`src/design/dmla_pkg.sv`:
```
// Shared types, constants and lane helpers for the data memory lane access core.
package dmla_pkg;

    localparam int MEM_BYTES  = 4096;
    localparam int WORD_COUNT = (MEM_BYTES + 3) / 4;
    localparam int IDX_W      = (WORD_COUNT > 1) ? $clog2(WORD_COUNT) : 1;

    localparam logic CMD_READ  = 1'b0;
    localparam logic CMD_WRITE = 1'b1;

    localparam logic [2:0] SIZE_BYTE = 3'd1;
    localparam logic [2:0] SIZE_HALF = 3'd2;
    localparam logic [2:0] SIZE_WORD = 3'd4;

    localparam logic [1:0] STATUS_OK       = 2'd0;
    localparam logic [1:0] STATUS_RANGE    = 2'd1;
    localparam logic [1:0] STATUS_BAD_SIZE = 2'd2;

    typedef logic [IDX_W-1:0] idx_t;

    typedef struct packed {
        logic        cmd;
        logic [31:0] addr;
        logic [31:0] wdata;
        logic [2:0]  size_code;
    } req_t;

    typedef struct packed {
        logic [31:0] rdata;
        logic [1:0]  status;
    } rsp_t;

    // access held in the memory stage
    typedef struct packed {
        logic        cmd;
        logic [31:0] wdata;
        logic [2:0]  size_code;
        logic [1:0]  lane;
        logic        in_window;
    } stage_t;

    // outcome of the lane logic
    typedef struct packed {
        logic        we;
        logic [31:0] word;
        rsp_t        rsp;
    } lane_res_t;

    function automatic logic [31:0] sext8(input logic [31:0] v);
        return {{24{v[7]}}, v[7:0]};
    endfunction

    function automatic logic [31:0] sext16(input logic [31:0] v);
        return {{16{v[15]}}, v[15:0]};
    endfunction

endpackage

```
`src/design/dmla_lane.sv`:
```
// Byte and halfword lane merge for writes and lane extract with sign extension for reads.
module dmla_lane
(
    input  dmla_pkg::stage_t    stage,
    input  logic [31:0]         word,
    output dmla_pkg::lane_res_t res
);
    import dmla_pkg::*;

    logic [4:0]  sh;
    logic [31:0] shifted;
    logic [31:0] mask;
    logic [31:0] lane_data;
    logic        size_ok;

    assign sh      = {stage.lane, 3'b000};
    assign shifted = word >> sh;

    always_comb
    begin
        mask      = 32'hFFFF_FFFF;
        lane_data = stage.wdata;
        size_ok   = 1'b1;
        case (stage.size_code)
            SIZE_BYTE:
            begin
                mask      = 32'h0000_00FF << sh;
                lane_data = {24'd0, stage.wdata[7:0]} << sh;
            end
            SIZE_HALF:
            begin
                mask      = 32'h0000_FFFF << sh;
                lane_data = {16'd0, stage.wdata[15:0]} << sh;
            end
            SIZE_WORD:
            begin
                mask      = 32'hFFFF_FFFF;
                lane_data = stage.wdata;
            end
            default:
            begin
                size_ok = 1'b0;
            end
        endcase
    end

    always_comb
    begin
        res.we         = 1'b0;
        res.word       = (word & ~mask) | lane_data;
        res.rsp.rdata  = 32'd0;
        res.rsp.status = STATUS_OK;
        if (!stage.in_window)
        begin
            res.rsp.status = STATUS_RANGE;
        end
        else if (stage.cmd == CMD_WRITE)
        begin
            if (size_ok)
            begin
                res.we = 1'b1;
            end
            else
            begin
                res.rsp.status = STATUS_BAD_SIZE;
            end
        end
        else
        begin
            case (stage.size_code)
                SIZE_BYTE: res.rsp.rdata = sext8(shifted);
                SIZE_HALF: res.rsp.rdata = sext16(shifted);
                default:   res.rsp.rdata = word;
            endcase
        end
    end

endmodule

```
`config.mk`:
```
export PLATFORM = sky130hd
export DESIGN_NAME = dmla_lane
export DESIGN_NICKNAME = d
export VERILOG_FILES = /design/src/design/dmla_pkg.sv /design/src/design/dmla_lane.sv
export SDC_FILE = /design/constraint.sdc
export NUM_CORES = 1
export LEC_CHECK = 0
export ABC_AREA = 0
export BUFFER_PORTS_ARGS = -buffer_cell sky130_fd_sc_hd__buf_4
export CAP_MARGIN = 40
export CORE_MARGIN = 4
export CORE_UTILIZATION = 30
export DETAILED_ROUTE_END_ITERATION = 10
export PLACE_DENSITY = 0.73
export SLEW_MARGIN = 20
export SYNTH_ARGS = -nofsm -noshare
export SYNTH_HDL_FRONTEND = slang
export SYNTH_SLANG_ARGS = --single-unit
```
`constraint.sdc`:
```
create_clock -name vclk -period 3.1
set_clock_uncertainty 0.2 [all_clocks]
set_input_delay 0.465 -clock vclk [all_inputs]
set_output_delay 0.465 -clock vclk [all_outputs]
set_load 0.02 [all_outputs]
```
-- Word level (Yosys, flattened, before mapping)
Index checks and enable logic that the tools add are counted.
- bits in registers: 0
- input bits: 71
- output and inout bits: 67
- logic and storage cells: 24
- equal/unequal tests: 3
- shifts and indexed selects: 5
- multiplexer cells: 12
- bitwise operators: 3
- reduce and logical (&&, ||, !) cells: 1
- operators by type and width (kind ; number):
    one-hot mux 32 bit (2 select lines) ; 3
    2-to-1 mux 32 bit ; 2
    bitwise AND 32 bit ; 1
    NOT 32 bit ; 1
    bitwise OR 32 bit ; 1
    left shift 16 x 5 -> 32 bit ; 1
    left shift 16 x 5 -> 32 bit, first input constant ; 1
    left shift 8 x 5 -> 32 bit ; 1
    left shift 8 x 5 -> 32 bit, first input constant ; 1
    >> shifter 32 x 5 -> 16 bit ; 1
    2-to-1 mux 2 bit ; 3
    2-to-1 mux 1 bit ; 4
    == test 3 x 1 -> 1 bit, second input constant ; 1
    == test 3 x 2 -> 1 bit, second input constant ; 1
    == test 3 bit, second input constant ; 1
    OR reduction 3 bit ; 1

-- Longest topological paths before layout
Gate-level depths: netlist (run 1).
- word-level depth: 6
- depth in mapped cells: 7
- gate-level depth less buffers: 4

-- Worst setup path before layout (run 1)
OpenSTA, ideal clock, no wires.
- kind: input to output
- start point: in stage[5] (netlist name)
- end point: out res[16] (netlist name)
- data arrival time: 1875 ps
- data required time: 2435 ps
- path slack: 560 ps
- stages on the path: 6
- path buffers: 2
- path through: buf_6 -> or3b_1 -> nor2_2 -> buf_2 -> a22oi_1 -> a31oi_1
- RTL lines (element ; line ; text):
    from (decl) ; dmla_lane.sv:4 ; input dmla_pkg::stage_t stage,
    to (decl) ; dmla_lane.sv:6 ; output dmla_pkg::lane_res_t res

==> results of run 1 <==
metal layers:
layer,vias up,share of wire [%],GRT usage [%]
met5,-,0,0
met4,0,1.4,4.09
met3,13,9.4,3.71
met2,139,48,39.7
met1,1133,41,30.9
li1,1092,-,-
logic make-up (layout without fill, tap and decap cells):
kind of cell,after synthesis,in the layout,share of synthesized area [%]
AOI/OAI and AO/OA,95,95,54.2
and+or+nand+nor,68,68,23.5
buffers and inverters,23,153,8.42
muxes,17,17,13.2
xor gates and xnor gates,1,1,0.601
area by class of cell:
class	count	area, um^2	share of cell area [%]
Timing Repair Buffer	151	1130	44.2
Multi-Input combinational cell	181	1340	52.2
Inverter	2	7.51	0.293
Tap cell	67	83.8	3.27
power groups by stage:
stage,sequential [mW],combinational (mW),clock (mW)
2_1_floorplan,0,0.246,0
3_3_place_gp,0,0.468,0
3_5_place_dp,0,0.471,0
4_1_cts,0,0.472,0
5_1_grt,0,0.507,0
6_report,0,0.474,0
path summary, 6_finish.rpt:
path,start,endpoint,slack (ns),cells past startpoint
setup / recovery,stage[1],res[18],0.17,6
hold / removal,stage[0],res[0],1.02,3
per-stage QoR:
stage          util (%)  cells
6_report           54.3    401
4_1_cts            54.3    401
2_1_floorplan         -    204
5_1_grt            54.3    401
3_3_place_gp       54.3    401
3_5_place_dp       54.3    401
synth_stat cells (all sizes together), types with 8 or more instances:
| cell | instances | share of area (%) |
|---|---|---|
| clkbuf | 8 | 2.1 |
| nor2b | 11 | 4.7 |
| mux2 | 8 | 6.2 |
| a221o | 16 | 11 |
| a221oi | 8 | 4.8 |
| nor2 | 28 | 7.4 |
| a21oi | 17 | 6.1 |
| mux2i | 8 | 5.5 |
| o21a | 17 | 8.8 |
| o2bb2ai | 8 | 4.8 |
| a22oi | 10 | 5.2 |
| buf | 13 | 5.8 |
| nor3 | 10 | 3.8 |
critical path, stage by stage:
cell      delay (ns)
buf_4           0.30
mux4_2          0.30
nor3_2          0.07
a311oi_4        0.77
o21a_1          0.23
buf_4           0.14
==> impl_results.md, run 1 <==
- Post-Syn Area: 1460 um^2
- Share of power burned in combinational logic: 100.0%
- Diode count: 0
- Clock buf count: 0
- Final Routed Wirelength: 7.41 mm
- Mapped Cells: 204
- Seq. cell area: 0 um^2
- Largest fanout on the critical path: 29
- First-pass GRT wire length: 11.8 mm
- GPL Wtd Cong: 0.828
- Largest net degree at the start of global routing: 30
- Final Slew Violations: 0
- Leak: 1.17 nW
- DRC: 0
- Post-CTS setup buffers: 0
- Syn Nets: 275
- Final HPWL DP: 5.59 mm
- YS warnings: 0
- Crit start category: input port
- Placed standard-cell area: 2560 um^2
- Clock network power share: 0%
- Worst hold path class: input port to output port
- Most frequent cells in the layout: 151 x buf_4, 27 x nor2_1, 17 x o21a_1, 16 x a21oi_1, 16 x a221o_1
- Nets: 407
- Slew headroom: 42.1%
- Tcrit/Tclk final: 94.5%
- Syn avg cell area: 7.14 um^2
- Status: finished clean
- Final Setup Violations: 0
- Commonest non-fill, non-tap cell in the layout: buf_4
- Seq/Total Area, Yosys: 0%
- Fillers: 490
- DR iter-0 viols: 192
- Total gr overflow: 0
- Worst Path Required: 2.43 ns
- Fin Setup TNS: 0 ns
- Int Pwr: 0.220 mW
- Hold WS: 1.02 ns
- Max Cap Viol: 0
- Layout cell share with drive strength beyond 1: 47.3%
- WS Path Type: input port to output port
- Setup crit end kind: output port
- Row cnt: 25
- Antenna viol nets, final: 0
- Fin worst setup slack: 0.170 ns
- Number of global-route vias before repair: 2,386
- Tmin final: 2.93 ns
- # hold bufs at CTS: 0
- Gr usage total: 23.3%
- Sequential cell count: 0
- Initial Utilization: 30.8%
- Layout area overhead: 75.9%
- Dpl ws: 0.156 ns
- I/O Buffers: 138
- Num ports: 138
- Vias per cell: 5.93
- Netlist cell types: 37
- RSZ-0062 raised after global routing: false
- # resized after CTS: 0
- Detail-routed net length per standard cell: 18.5 um
- Final hold viol count: 0
- Die ar.: 6030 um^2
- Switching Share: 53.5%
- VDD IR max: 0.0868 mV
- Chip width: 77.7 um
- Pwr dens: 185 nW/um^2
- Max Freq: 0.341 GHz
- Die Height: 77.7 um
- Worst endpoint data arrival time: 2.26 ns
- Initial antenna violation count: 0
- Register share of total power: 0%
- Core Area: 4720 um^2
- Vias: 2,377
- DRT Pass-1 Iters: 5
- Net load switching power: 0.253 mW
- Slew @ Worst Pin: 0.869 ns
- Post-route cell area: 2560 um^2
- Total Power: 0.474 mW
Power figures use the tool's default switching activity.
==> run 2, diff against run 1 <==
--- a/constraint.sdc
+++ b/constraint.sdc
@@ -4,2 +4,2 @@
 set_output_delay 0.465 -clock vclk [all_outputs]
-set_load 0.02 [all_outputs]
+set_load 0.1 [all_outputs]
==> run 2 against run 1 <==
Against the previous run: critical path type unchanged; total power is 85% higher; cell count grew 0.75%; count of clock-buffer cells in the layout unchanged.
==> impl_results.md, run 2 (synthesis gave the netlist of run 1 again) <==
- Clock buf count: 0
- Diode count: 0
- Vias: 2,323
- Most frequent cells in the layout: 153 x buf_4, 26 x nor2_1, 17 x o21a_1, 16 x a221o_1, 11 x nor2b_1
- Row cnt: 25
- Detail-routed net length per standard cell: 18.4 um
- I/O Buffers: 138
- Worst endpoint data arrival time: 2.28 ns
- Num ports: 138
- Fin cells: 404
- Max Cap Viol: 0
- Worst Path Required: 2.43 ns
- # hold bufs at CTS: 0
- Post-route cell area: 2670 um^2
- Most frequent CP cell: buf_4
- Slew headroom: 44.2%
- Die Height: 77.7 um
- Hold wc startpoint: stage[0]
- Antenna viol nets, final: 0
- Final HPWL DP: 5.71 mm
- Initial antenna violation count: 0
- Largest net degree at the start of global routing: 31
- Worst hold path class: input port to output port
- Final Setup Violations: 0
- First-pass GRT wire length: 11.8 mm
- Critical Path Max Stage Delay: 0.74 ns
- Crit start category: input port
- Worst path cell trace: buf_4, mux4_2, nor3_2, a311oi_4, o21a_1, buf_4
- DR iter-0 viols: 111
- Setup crit end kind: output port
- GPL Wtd Cong: 0.846
- Max Freq: 0.340 GHz
- Final hold viol count: 0
- Origin of the worst setup path: stage[2]
- Gr usage total: 23.4%
- Seq. cell area: 0 um^2
- Core Area: 4720 um^2
- Largest fanout on the critical path: 17
- Tcrit/Tclk final: 95.0%
- Layout cell share with drive strength beyond 1: 53.1%
- Final Routed Wirelength: 7.43 mm
- Slew @ Worst Pin: 0.836 ns
- Die ar.: 6030 um^2
- Delay-heaviest family, CP: compound AO/OA/AOI/OAI gates
- Total Power: 0.878 mW
- Commonest non-fill, non-tap cell in the layout: buf_4
- Final Slew Violations: 0
- Inst Count DP: 403
- Placed standard-cell area: 2670 um^2
- Total gr overflow: 0
- Number of global-route vias before repair: 2,409
- Vias per cell: 5.75
- DRC: 0
- Post-CTS setup buffers: 0
- WS Path Type: input port to output port
- Pwr dens: 329 nW/um^2
- Critical path buffers and inverters: 2
- Chip width: 77.7 um
- Initial Utilization: 30.8%
- VDD IR max: 0.163 mV
- RSZ-0062 raised after global routing: false
- DRT Pass-1 Iters: 4
- Status: finished clean
- Sequential cell count: 0
- Leak: 1.20 nW
- Nets: 410
- Layout area overhead: 83.5%
- Tmin final: 2.94 ns
- Crit-path slowest cell: a311oi_4
## run 2: path summary, 6_finish.rpt
| kind | end | slack (ns) | depth (start not counted) |
|---|---|---|---|
| hold / removal | res[0] | 1.10 | 3 |
| setup / recovery | res[19] | 0.16 | 6 |
## run 2: cell type report
class              instances  area [um^2]
inverters                  2         7.51
repair buffers           154         1150
fillers                  488         2050
well taps                 67         83.8
multi-input cells        181         1430
## run 2: report_power, final
| group | switching, mW | total, mW | internal (mW) |
|---|---|---|---|
| logic | 0.649 | 0.878 | 0.229 |
| registers | 0 | 0 | 0 |
| clock network | 0 | 0 | 0 |
| total | 0.649 | 0.878 | 0.229 |
## run 2: tightest hold or removal path: stages
cell	delay [ns]
buf_4	0.09
inv_1	0.04
buf_4	0.22
## run 2: through the flow
step                TNS, ns  util (%)  hold WS [ns]  setup slack, ns
floorplan           -0.0309         -          1.07          -0.0309
global placement          0      56.4          1.09            0.178
detailed placement        0      56.4          1.09            0.137
CTS                       0      56.4          1.09            0.131
global route              0      56.6          1.11           0.0407
finish                    0      56.6          1.10            0.156
## run 2: what timing repair did
| action | 4_1_cts | 5_1_grt |
|---|---|---|
| resized for setup | 0 | 1 |
| endpoints found under the setup margin | 0 | 4 |
| hold endpoints to repair | 0 | 0 |
## run 2: routing by layer
layer  up-vias  wire length (um)  global-route usage [%]
li1       1096                 -                       -
met1      1108              3140                    30.9
met2       109              3620                    38.3
met3        10               577                    4.41
met4         0                99                    6.76
met5         -                 0                       0
